File: src/sv/frct_pkg.sv
// ----------------------------------------------------------------------------
// frct_pkg
// Shared operation and status codes of the fullness-ranked capacity table.
// ----------------------------------------------------------------------------
package frct_pkg;

    // operation codes carried by an input item
    typedef enum logic [1:0] {
        OP_REGISTER = 2'd0,
        OP_UPDATE   = 2'd1,
        OP_QUERY    = 2'd2
    } t_op;

    // status codes returned with every result item
    typedef enum logic [1:0] {
        ST_OK        = 2'd0,
        ST_FULL      = 2'd1,
        ST_BAD_INDEX = 2'd2
    } t_status;

    // widths of the item fields
    localparam int unsigned OP_W    = 2;
    localparam int unsigned IDX_W   = 4;
    localparam int unsigned VAL_W   = 32;
    localparam int unsigned STAT_W  = 2;
    localparam int unsigned COUNT_W = 5;
    localparam int unsigned PROD_W  = 2 * VAL_W;

endpackage

File: src/sv/fullness_ranked_capacity_table.sv
// ----------------------------------------------------------------------------
// fullness_ranked_capacity_table
// Table of capacity / live-count entries, ranked fullest first on query.
// ----------------------------------------------------------------------------
// Usage:
// - input channel (i_in_valid / o_in_ready) takes one item: register a new
//   entry, update the live count of a slot, or query the entry at a rank
// - output channel (o_out_valid / i_out_ready) returns exactly one item per
//   input item, in order, from an output register
// - register and update finish in the accept cycle; the result shows in the
//   next cycle
// - a query with n registered entries walks every candidate slot against
//   every slot with one shared 32x32 multiplier: a read step per candidate,
//   then two products and a compare per pair
// - fullness is compared exactly as live_a * cap_b against live_b * cap_a;
//   ties keep registration order and a zero capacity ranks as empty
// - one item is in work at a time; o_in_ready is low during a query, and
//   also while a result waits in the output register and is not being taken
// - a stalled receiver holds the result; the block waits and loses nothing
// - reset empties the table (entry count zero); stored entries are not cleared
// ----------------------------------------------------------------------------
module fullness_ranked_capacity_table #(
    parameter int unsigned ENTRIES = 16
) (
    input  logic                           i_clk,
    input  logic                           i_rst_n,
    // input channel
    input  logic                           i_in_valid,
    output logic                           o_in_ready,
    input  logic [frct_pkg::OP_W-1:0]      i_operation,
    input  logic [frct_pkg::IDX_W-1:0]     i_entry_index,
    input  logic [frct_pkg::VAL_W-1:0]     i_capacity,
    input  logic [frct_pkg::VAL_W-1:0]     i_live_value,
    // output channel
    output logic                           o_out_valid,
    input  logic                           i_out_ready,
    output logic [frct_pkg::STAT_W-1:0]    o_status,
    output logic [frct_pkg::IDX_W-1:0]     o_slot,
    output logic [frct_pkg::VAL_W-1:0]     o_capacity_out,
    output logic [frct_pkg::VAL_W-1:0]     o_live_out,
    output logic [frct_pkg::COUNT_W-1:0]   o_entry_count
);

    import frct_pkg::*;

    localparam int unsigned IW   = (ENTRIES > 1) ? $clog2(ENTRIES) : 1;
    localparam int unsigned CW   = $clog2(ENTRIES + 1);
    localparam int unsigned CMPW = (CW > IDX_W) ? CW : IDX_W;
    localparam int unsigned SW   = (IW > IDX_W) ? IW : IDX_W;
    localparam int unsigned EW   = (CW > COUNT_W) ? CW : COUNT_W;

    typedef enum logic [2:0] {
        S_IDLE,
        S_READ,
        S_MUL1,
        S_MUL2,
        S_CMP,
        S_FOUND
    } t_state;

    // entry stores
    logic [VAL_W-1:0] cap_mem  [ENTRIES];
    logic [VAL_W-1:0] live_mem [ENTRIES];

    // control state
    t_state          r_state,     n_state;
    logic [CW-1:0]   r_count,     n_count;
    logic [IW-1:0]   r_rank,      n_rank;
    logic [IW-1:0]   r_k,         n_k;
    logic [IW-1:0]   r_j,         n_j;
    logic [IW-1:0]   r_cnt,       n_cnt;
    logic            r_last,      n_last;
    logic            r_jlt,       n_jlt;
    logic [PROD_W-1:0] r_prod_a,  n_prod_a;
    logic [PROD_W-1:0] r_prod_b,  n_prod_b;

    // registered read data
    logic [VAL_W-1:0] r_rd_cap_k, r_rd_live_k, r_rd_cap_j, r_rd_live_j;

    // output register
    logic             r_out_valid, n_out_valid;
    t_status          r_status,    n_status;
    logic [IDX_W-1:0] r_slot,      n_slot;
    logic [VAL_W-1:0] r_cap_out,   n_cap_out;
    logic [VAL_W-1:0] r_live_out,  n_live_out;
    logic [COUNT_W-1:0] r_entry_count, n_entry_count;

    // memory write controls
    logic             we_cap, we_live;
    logic [IW-1:0]    wr_addr;
    logic [VAL_W-1:0] wr_live;

    // handshake
    logic out_free, in_fire;
    assign out_free   = !r_out_valid || i_out_ready;
    assign o_in_ready = (r_state == S_IDLE) && out_free;
    assign in_fire    = i_in_valid && o_in_ready;

    // index checks
    logic [CMPW-1:0] idx_ext, count_ext;
    logic            idx_ok;
    assign idx_ext   = CMPW'(i_entry_index);
    assign count_ext = CMPW'(r_count);
    assign idx_ok    = idx_ext < count_ext;

    // zero capacity ranks as live 0 over capacity 1
    logic [VAL_W-1:0] norm_live_k, norm_cap_k, norm_live_j, norm_cap_j;
    assign norm_live_k = (r_rd_cap_k == '0) ? '0 : r_rd_live_k;
    assign norm_cap_k  = (r_rd_cap_k == '0) ? VAL_W'(1) : r_rd_cap_k;
    assign norm_live_j = (r_rd_cap_j == '0) ? '0 : r_rd_live_j;
    assign norm_cap_j  = (r_rd_cap_j == '0) ? VAL_W'(1) : r_rd_cap_j;

    // shared multiplier: live_j * cap_k first, then live_k * cap_j
    logic [VAL_W-1:0]  mul_a, mul_b;
    logic [PROD_W-1:0] mul_p;
    assign mul_a = (r_state == S_MUL1) ? norm_live_j : norm_live_k;
    assign mul_b = (r_state == S_MUL1) ? norm_cap_k  : norm_cap_j;
    assign mul_p = PROD_W'(mul_a) * PROD_W'(mul_b);

    // slot j outranks candidate k when fuller, or equally full and earlier
    logic ahead;
    assign ahead = (r_prod_a > r_prod_b) || ((r_prod_a == r_prod_b) && r_jlt);

    logic [IW-1:0] cnt_next;
    assign cnt_next = ahead ? r_cnt + 1'b1 : r_cnt;

    // field widening helpers
    logic [SW-1:0] slot_ext_wr, slot_ext_k, slot_ext_idx;
    logic [EW-1:0] count_inc_ext, count_cur_ext;
    assign slot_ext_wr   = SW'(r_count[IW-1:0]);
    assign slot_ext_k    = SW'(r_k);
    assign slot_ext_idx  = SW'(idx_ext[IW-1:0]);
    assign count_inc_ext = EW'(r_count + 1'b1);
    assign count_cur_ext = EW'(r_count);

    // next-state logic
    always_comb begin
        n_state       = r_state;
        n_count       = r_count;
        n_rank        = r_rank;
        n_k           = r_k;
        n_j           = r_j;
        n_cnt         = r_cnt;
        n_last        = r_last;
        n_jlt         = r_jlt;
        n_prod_a      = r_prod_a;
        n_prod_b      = r_prod_b;
        n_out_valid   = r_out_valid && !i_out_ready;
        n_status      = r_status;
        n_slot        = r_slot;
        n_cap_out     = r_cap_out;
        n_live_out    = r_live_out;
        n_entry_count = r_entry_count;
        we_cap        = 1'b0;
        we_live       = 1'b0;
        wr_addr       = r_count[IW-1:0];
        wr_live       = i_live_value;

        unique case (r_state)
            S_IDLE: begin
                if (in_fire) begin
                    // default result: bad index, nothing changes
                    n_out_valid   = 1'b1;
                    n_status      = ST_BAD_INDEX;
                    n_slot        = '0;
                    n_cap_out     = '0;
                    n_live_out    = '0;
                    n_entry_count = count_cur_ext[COUNT_W-1:0];
                    case (t_op'(i_operation))
                        OP_REGISTER: begin
                            if (r_count == CW'(ENTRIES)) begin
                                n_status = ST_FULL;
                            end else begin
                                we_cap        = 1'b1;
                                we_live       = 1'b1;
                                n_count       = r_count + 1'b1;
                                n_status      = ST_OK;
                                n_slot        = slot_ext_wr[IDX_W-1:0];
                                n_entry_count = count_inc_ext[COUNT_W-1:0];
                            end
                        end
                        OP_UPDATE: begin
                            if (idx_ok) begin
                                we_live  = 1'b1;
                                wr_addr  = idx_ext[IW-1:0];
                                n_status = ST_OK;
                                n_slot   = slot_ext_idx[IDX_W-1:0];
                            end
                        end
                        OP_QUERY: begin
                            if (idx_ok) begin
                                n_out_valid = 1'b0;
                                n_rank      = idx_ext[IW-1:0];
                                n_k         = '0;
                                n_j         = '0;
                                n_cnt       = '0;
                                n_state     = S_READ;
                            end
                        end
                        default: begin
                        end
                    endcase
                end
            end
            S_READ: begin
                // read data for slots k and j lands at this edge
                n_state = S_MUL1;
            end
            S_MUL1: begin
                n_prod_a = mul_p;
                n_state  = S_MUL2;
            end
            S_MUL2: begin
                n_prod_b = mul_p;
                n_jlt    = r_j < r_k;
                n_last   = CW'(r_j) == (r_count - 1'b1);
                // next slot j is read during the compare cycle
                if (CW'(r_j) != (r_count - 1'b1)) begin
                    n_j = r_j + 1'b1;
                end
                n_state = S_CMP;
            end
            S_CMP: begin
                if (!r_last) begin
                    n_cnt   = cnt_next;
                    n_state = S_MUL1;
                end else if (cnt_next == r_rank) begin
                    n_state = S_FOUND;
                end else begin
                    n_k     = r_k + 1'b1;
                    n_j     = '0;
                    n_cnt   = '0;
                    n_state = S_READ;
                end
            end
            S_FOUND: begin
                if (out_free) begin
                    n_out_valid   = 1'b1;
                    n_status      = ST_OK;
                    n_slot        = slot_ext_k[IDX_W-1:0];
                    n_cap_out     = r_rd_cap_k;
                    n_live_out    = r_rd_live_k;
                    n_entry_count = count_cur_ext[COUNT_W-1:0];
                    n_state       = S_IDLE;
                end
            end
            default: begin
                n_state = S_IDLE;
            end
        endcase
    end

    // state and output registers
    always_ff @(posedge i_clk) begin
        if (!i_rst_n) begin
            r_state     <= S_IDLE;
            r_count     <= '0;
            r_out_valid <= 1'b0;
            r_rank      <= '0;
            r_k         <= '0;
            r_j         <= '0;
            r_cnt       <= '0;
            r_last      <= 1'b0;
            r_jlt       <= 1'b0;
        end else begin
            r_state     <= n_state;
            r_count     <= n_count;
            r_out_valid <= n_out_valid;
            r_rank      <= n_rank;
            r_k         <= n_k;
            r_j         <= n_j;
            r_cnt       <= n_cnt;
            r_last      <= n_last;
            r_jlt       <= n_jlt;
        end
        r_prod_a      <= n_prod_a;
        r_prod_b      <= n_prod_b;
        r_status      <= n_status;
        r_slot        <= n_slot;
        r_cap_out     <= n_cap_out;
        r_live_out    <= n_live_out;
        r_entry_count <= n_entry_count;
    end

    // entry stores: one write port, two registered read ports
    always_ff @(posedge i_clk) begin
        if (we_cap) begin
            cap_mem[wr_addr] <= i_capacity;
        end
        if (we_live) begin
            live_mem[wr_addr] <= wr_live;
        end
        r_rd_cap_k  <= cap_mem[r_k];
        r_rd_live_k <= live_mem[r_k];
        r_rd_cap_j  <= cap_mem[r_j];
        r_rd_live_j <= live_mem[r_j];
    end

    // outputs
    assign o_out_valid    = r_out_valid;
    assign o_status       = r_status;
    assign o_slot         = r_slot;
    assign o_capacity_out = r_cap_out;
    assign o_live_out     = r_live_out;
    assign o_entry_count  = r_entry_count;

endmodule
File: config.mk
export PLATFORM = sky130hd
export DESIGN_NAME = fullness_ranked_capacity_table
export DESIGN_NICKNAME = d
export VERILOG_FILES = /design/src/sv/frct_pkg.sv /design/src/sv/fullness_ranked_capacity_table.sv
export SDC_FILE = /design/constraint.sdc
export NUM_CORES = 2
export LEC_CHECK = 0
export ABC_AREA = 0
export BUFFER_PORTS_ARGS = -buffer_cell sky130_fd_sc_hd__buf_2
export CORE_MARGIN = 3
export CORE_UTILIZATION = 63
export CTS_CLUSTER_SIZE = 20
export DETAILED_ROUTE_END_ITERATION = 10
export GPL_ROUTABILITY_DRIVEN = 0
export PLACE_DENSITY = 0.79
export SLEW_MARGIN = 20
export SYNTH_ARGS = -nofsm -noshare
export SYNTH_HDL_FRONTEND = slang
export SYNTH_SLANG_ARGS = --single-unit
File: constraint.sdc
create_clock -name i_clk -period 13 [get_ports i_clk]
set_input_delay 0.65 -clock i_clk [delete_from_list [all_inputs] [get_ports i_clk]]
set_output_delay 0.65 -clock i_clk [all_outputs]
set_load 0.02 [all_outputs]
# After elaboration in Yosys (flattened, before gate mapping)
# Memories as Yosys holds them, arrays and structs flattened. A register that Yosys moved wholly into a read port is not among the register bits.
# Index checks and enable logic that the tools add are counted.
# totals
ff_bits,230
ram_bits,1024
output_inout_bits,77
elab_cells,138
n_memories,2
# mem_list
memory,words,width,rd,rd_clocked_by_memory_dff,write_ports,line_no,source
cap_mem,16,32,2,2,1,fullness_ranked_capacity_table.sv:62,logic [VAL_W-1:0] cap_mem [ENTRIES];
live_mem,16,32,2,2,1,fullness_ranked_capacity_table.sv:63,logic [VAL_W-1:0] live_mem [ENTRIES];
# classes
n_addsub,5
n_mul,1
n_lt_le_gt_ge,3
n_eq_ne,20
mux,69
reduce_logical,22
# op_table
cell,n
$mux 32,9
$pmux 32 s2,2
$mux 4,18
$eq 64x64->1,1
$gt 64x64->1,1
$logic_not 32->1,2
$mul 32x32->64,1
$pmux 4 s2,4
$mux 5,4
$mux 3,6
$pmux 3 s6,1
$mux 1,16
$add 4x1->4 const B,3
$ne 2x2->1 const B,6
$pmux 4 s3,1
$pmux 5 s2,1
$pmux 2 s2,2
$reduce_and 4->1,2
$reduce_and 7->1,1
$eq 3x2->1 const B,2
$eq 3x3->1 const B,2
$mux 2,3
$reduce_and 6->1,1
$add 5x1->5 const B,1
23 further kinds,30

# Longest topological paths before layout
# depth
ltp_word,8
mapped_depth,36
mapped_depth_nobuf,32

# Least setup slack after synthesis
# No wires, ideal clock.
# synth_timing
kind,reg2reg
start,register r_state[1]
end,register r_prod_a[63] (data pin)
arrival_time_ns,9.999
setup_slack_ns,2.738
stages_incl_launch_ff,28
path_buffers,3
path_cell_list,dfxtp_1 clkbuf_1 nand2_1 nor2_1 buf_2 buf_1 mux2_2 nand2_1 fa_1 fa_1 fa_1 fa_1 inv_1 fa_1 inv_1 fa_1 fa_1 fa_1 inv_1 ha_1 and3_1 nand2_1 or2_2 o211a_1 nor3_1 o2111ai_1 and2_1 a211o_1
# synth_via
elab_chain_cells,3
# synth_rtl
item,line_no,source
from (decl),fullness_ranked_capacity_table.sv:66,"t_state r_state, n_state;"
from (signal assigned),fullness_ranked_capacity_table.sv:266,r_state <= n_state;
$eq 3x2->1 (*),"fullness_ranked_capacity_table.sv:116, fullness_ranked_capacity_table.sv:117",
$mux 32 (on tied branches),"fullness_ranked_capacity_table.sv:116, fullness_ranked_capacity_table.sv:117",
$mul 32x32->64 (*),fullness_ranked_capacity_table.sv:118,assign mul_p = PROD_W'(mul_a) * PROD_W'(mul_b);
via mul_p[63],fullness_ranked_capacity_table.sv:115,logic [PROD_W-1:0] mul_p;
to (signal assigned),fullness_ranked_capacity_table.sv:276,r_prod_a <= n_prod_a;
to (decl),fullness_ranked_capacity_table.sv:74,"logic [PROD_W-1:0] r_prod_a, n_prod_a;"
# The timed path passes the listed nets; every way through them passes the cells marked *.
# A chain may end at the register's enable or synchronous reset.

# Final worst setup path
# layout_timing
start,register r_state[2]
end,register r_prod_a[63] (data pin)
# The elaborated chain is that of the path after synthesis.

==> flow_summary_export.csv <==
group,metric,value,unit
critical_path,critical_path_class,"flop to flop",
detailed_routing,wl_per_cell,30.3,um
global_routing,grt_pass1_wl,413,mm
synth,ys.flop_type,"edfxtp_1",
synth,synth_xor_area_frac,0.00720,
global_routing,grt_usage,0.374,
timing,rsz0062_at_grt,"false",
critical_path,path_common_cell,"fa_1",
worst_hold_path,hp-class,"input port to flop",
floorplan,design.die.area,151000,um^2
floorplan,ios,151,
detailed_routing,first_pass_iters,9,
timing,fmax,0.0876,GHz
flow_run,maxCapViolations,0,
timing,relSlewSlack,0.113,
synth,synthSimpleGateAreaFrac,0.0684,
synth,synth_fa_ha_area_frac,0.240,
detailed_routing,wirelength,279,mm
timing,worstMarginPinSlew,1.33,ns
clocking,htreeDepth,4,
layout,area_growth_syn_to_layout,8.76,%
clocking,cts_buffers,142,
detailed_routing,drtIter0Drc,9223,
critical_path,endpoint_kind,"flop",
synth,synth_top_family_by_area,"adder cells",
timing,period_share,0.878,
global_routing,antenna_found_initial,45,
floorplan,die_h,389,um
clocking,clk_latency,0.82,ns
layout,final_layout_size_suffix_gt1_frac,0.160,
clocking,cts_setup_buffers,0,
floorplan,start_util,0.639,
timing,skew,0.0439,ns
floorplan,core-area,145000,um^2
synth,ys_top_cells_by_count,"edfxtp_1 (1227), inv_1 (982), fa_1 (896)",
floorplan,row_count,139,
critical_path,critPathArrivalTime,11.94,ns
clocking,cts_tree,"built",
synth,ys_async_sr_fraction,0,
synth,synth.net_count,8389,
layout,nets,8440,
placement,dp_hpwl,179,mm
clocking,root_buffer,"clkbuf_16",
detailed_routing,num_vias,62600,
synth,yosys_register_bits,1382,
critical_path,critPathMaxStageDelay,0.95,ns
critical_path,crit_path_start_kind,"flop",
synth,synth_edf_count,1227,
synth,synthMuxAreaShare,0.146,
global_routing,grt_pass1_vias,66300,
clocking,cts_hold_buffers,0,
timing,report.final.slew_viol_count,0,
timing,setup_viol,0,
synth,yosysSeqAreaShare,0.432,
clocking,clk_path_buf_depth,3,
synth,synth_top_area_share,0.398,
clocking,post_cts_resized,0,
critical_path,critical_path_peak_fanout,71,
placement,io_buffers,150,
global_routing,overflow,0,
critical_path,crit_slowest_cell,"buf_4",
clocking,cts_sinks,1382,
detailed_routing,ant_nets,0,
synth,avgSynthCellArea,13.1,um^2
synth,syn-instance-count,7080,
synth,synthDistinctLibCells,69,
detailed_routing,vias_per_cell,6.81,
critical_path,cp.required,13.53,ns
clocking,clkTransAtPathRegs,0.06,ns
floorplan,die_w,389,um
synth,synth_area,92500,um^2
global_routing,grt_max_degree,124,
timing,post-route-min-period,11.41,ns
synth,synth_compound_area_frac,0.0506,
synth,synthTopCellsByArea,"edfxtp_1 (40%), fa_1 (19%), mux4_2 (11%)",
status,outcome,"completed",
synth,synth_warnings,0,
timing,fin_setup_tns,0,ns
timing,hold_violations,0,
detailed_routing,drc,0,
synth,yosys.cell_count.top_type,"edfxtp_1",
synth,synth_top_cell_by_area,"edfxtp_1",
## cells by family after synthesis
kind of cell | count (synthesis)
buffers and inverters | 1377
muxes | 775
and+or+nand+nor | 1518
xor gates and xnor gates | 76
AOI/OAI and AO/OA | 717
adders and majority gates | 1235
DFF | 1382
## cell usage in the layout (no fill, tap or decap), drive strengths merged, types with 30 or more instances in the layout
| cell | instances |
|---|---|
| xor2 | 31 |
| dfxtp | 155 |
| inv | 990 |
| a21o | 50 |
| and3 | 83 |
| nand2 | 601 |
| mux2i | 230 |
| edfxtp | 1227 |
| o21ai | 183 |
| mux2 | 97 |
| nand3 | 34 |
| a221oi | 72 |
| clkbuf | 203 |
| a22o | 32 |
| diode | 47 |
| clkinv | 42 |
| nor2 | 657 |
| xnor2 | 45 |
| a21oi | 167 |
| ha | 339 |
| nor3 | 30 |
| buf | 302 |
| a22oi | 99 |
| mux4 | 448 |
| fa | 896 |
## worst max-delay path: cells and delay by family, from the launching register on
| kind | cells | cell delay (ns) |
|---|---|---|
| fa+ha+maj | 9 | 4.40 |
| buf+inv | 8 | 2.51 |
| compound gates | 7 | 1.87 |
| simple gates | 5 | 1.50 |
| flops | 1 | 0.50 |
| mux | 1 | 0.30 |
## path summary, 6_finish.rpt
kind / from / end / slack (ns) / cells after the start
max: r_state[2] / r_prod_a[63] / 1.59 / 30
max reg2reg: r_state[2] / r_prod_a[63] / 1.59 / 30
min: i_rst_n / r_state[0] / 0.17 / 2
min reg2reg: r_cnt[3] / r_cnt[3] / 0.49 / 1
## per-stage QoR
step / cells / utilization / cell area, um^2 / worst slack [ns] / hold WS, ns
after floorplan: 7080 / - / 92500 / 2.74 / 0.450
after global placement: 8889 / 0.661 / 95700 / 2.16 / 0.481
after detailed placement: 8889 / 0.661 / 95700 / 1.87 / 0.475
after CTS: 9150 / 0.694 / 100000 / 1.80 / 0.119
after global routing: 9181 / 0.695 / 101000 / 1.15 / 0.161
final: 9198 / 0.695 / 101000 / 1.59 / 0.167
## registers in the layout, summed over array words and instances, names as in the netlist
| register | flops |
|---|---|
| o_live_out | 32 |
| r_state | 3 |
| o_entry_count | 5 |
| r_rank | 4 |
| r_prod_a | 64 |
| r_rd_live_j | 32 |
| cap_mem | 512 |
| r_last | 1 |
| r_j | 4 |
| o_slot | 4 |
| o_status | 2 |
| r_rd_cap_j | 32 |
| r_k | 4 |
| r_prod_b | 64 |
| r_rd_cap_k | 32 |
| r_jlt | 1 |
| r_rd_live_k | 32 |
| r_cnt | 4 |
| o_out_valid | 1 |
| live_mem | 512 |
| o_capacity_out | 32 |
| count_cur_ext | 5 |
## layout make-up
cell class                 instances  area (um^2)
antenna                           47          118
sequential                      1382        40000
fill                            9368        44100
timing repair buffer             302         1910
multi-input combinational       4321        47800
clock buffer                     203         3990
tap                             1903         2380
inverter                         982         3690
clock inverter                    58          743
## metal layers
metal  vias to the layer above  wire length, um  GRT usage  share of wire
li1                      24900                -          -              -
met1                     30900            89400      0.463           0.32
met2                      5329           121000      0.543           0.43
met3                      1438            48000      0.173           0.17
met4                        44            19600      0.211          0.070
met5                         -             1130     0.0338         0.0041
Power is left out: the tool's default activity adds up to more than one toggle a clock period on the data nets, which glitch-free logic cannot reach.
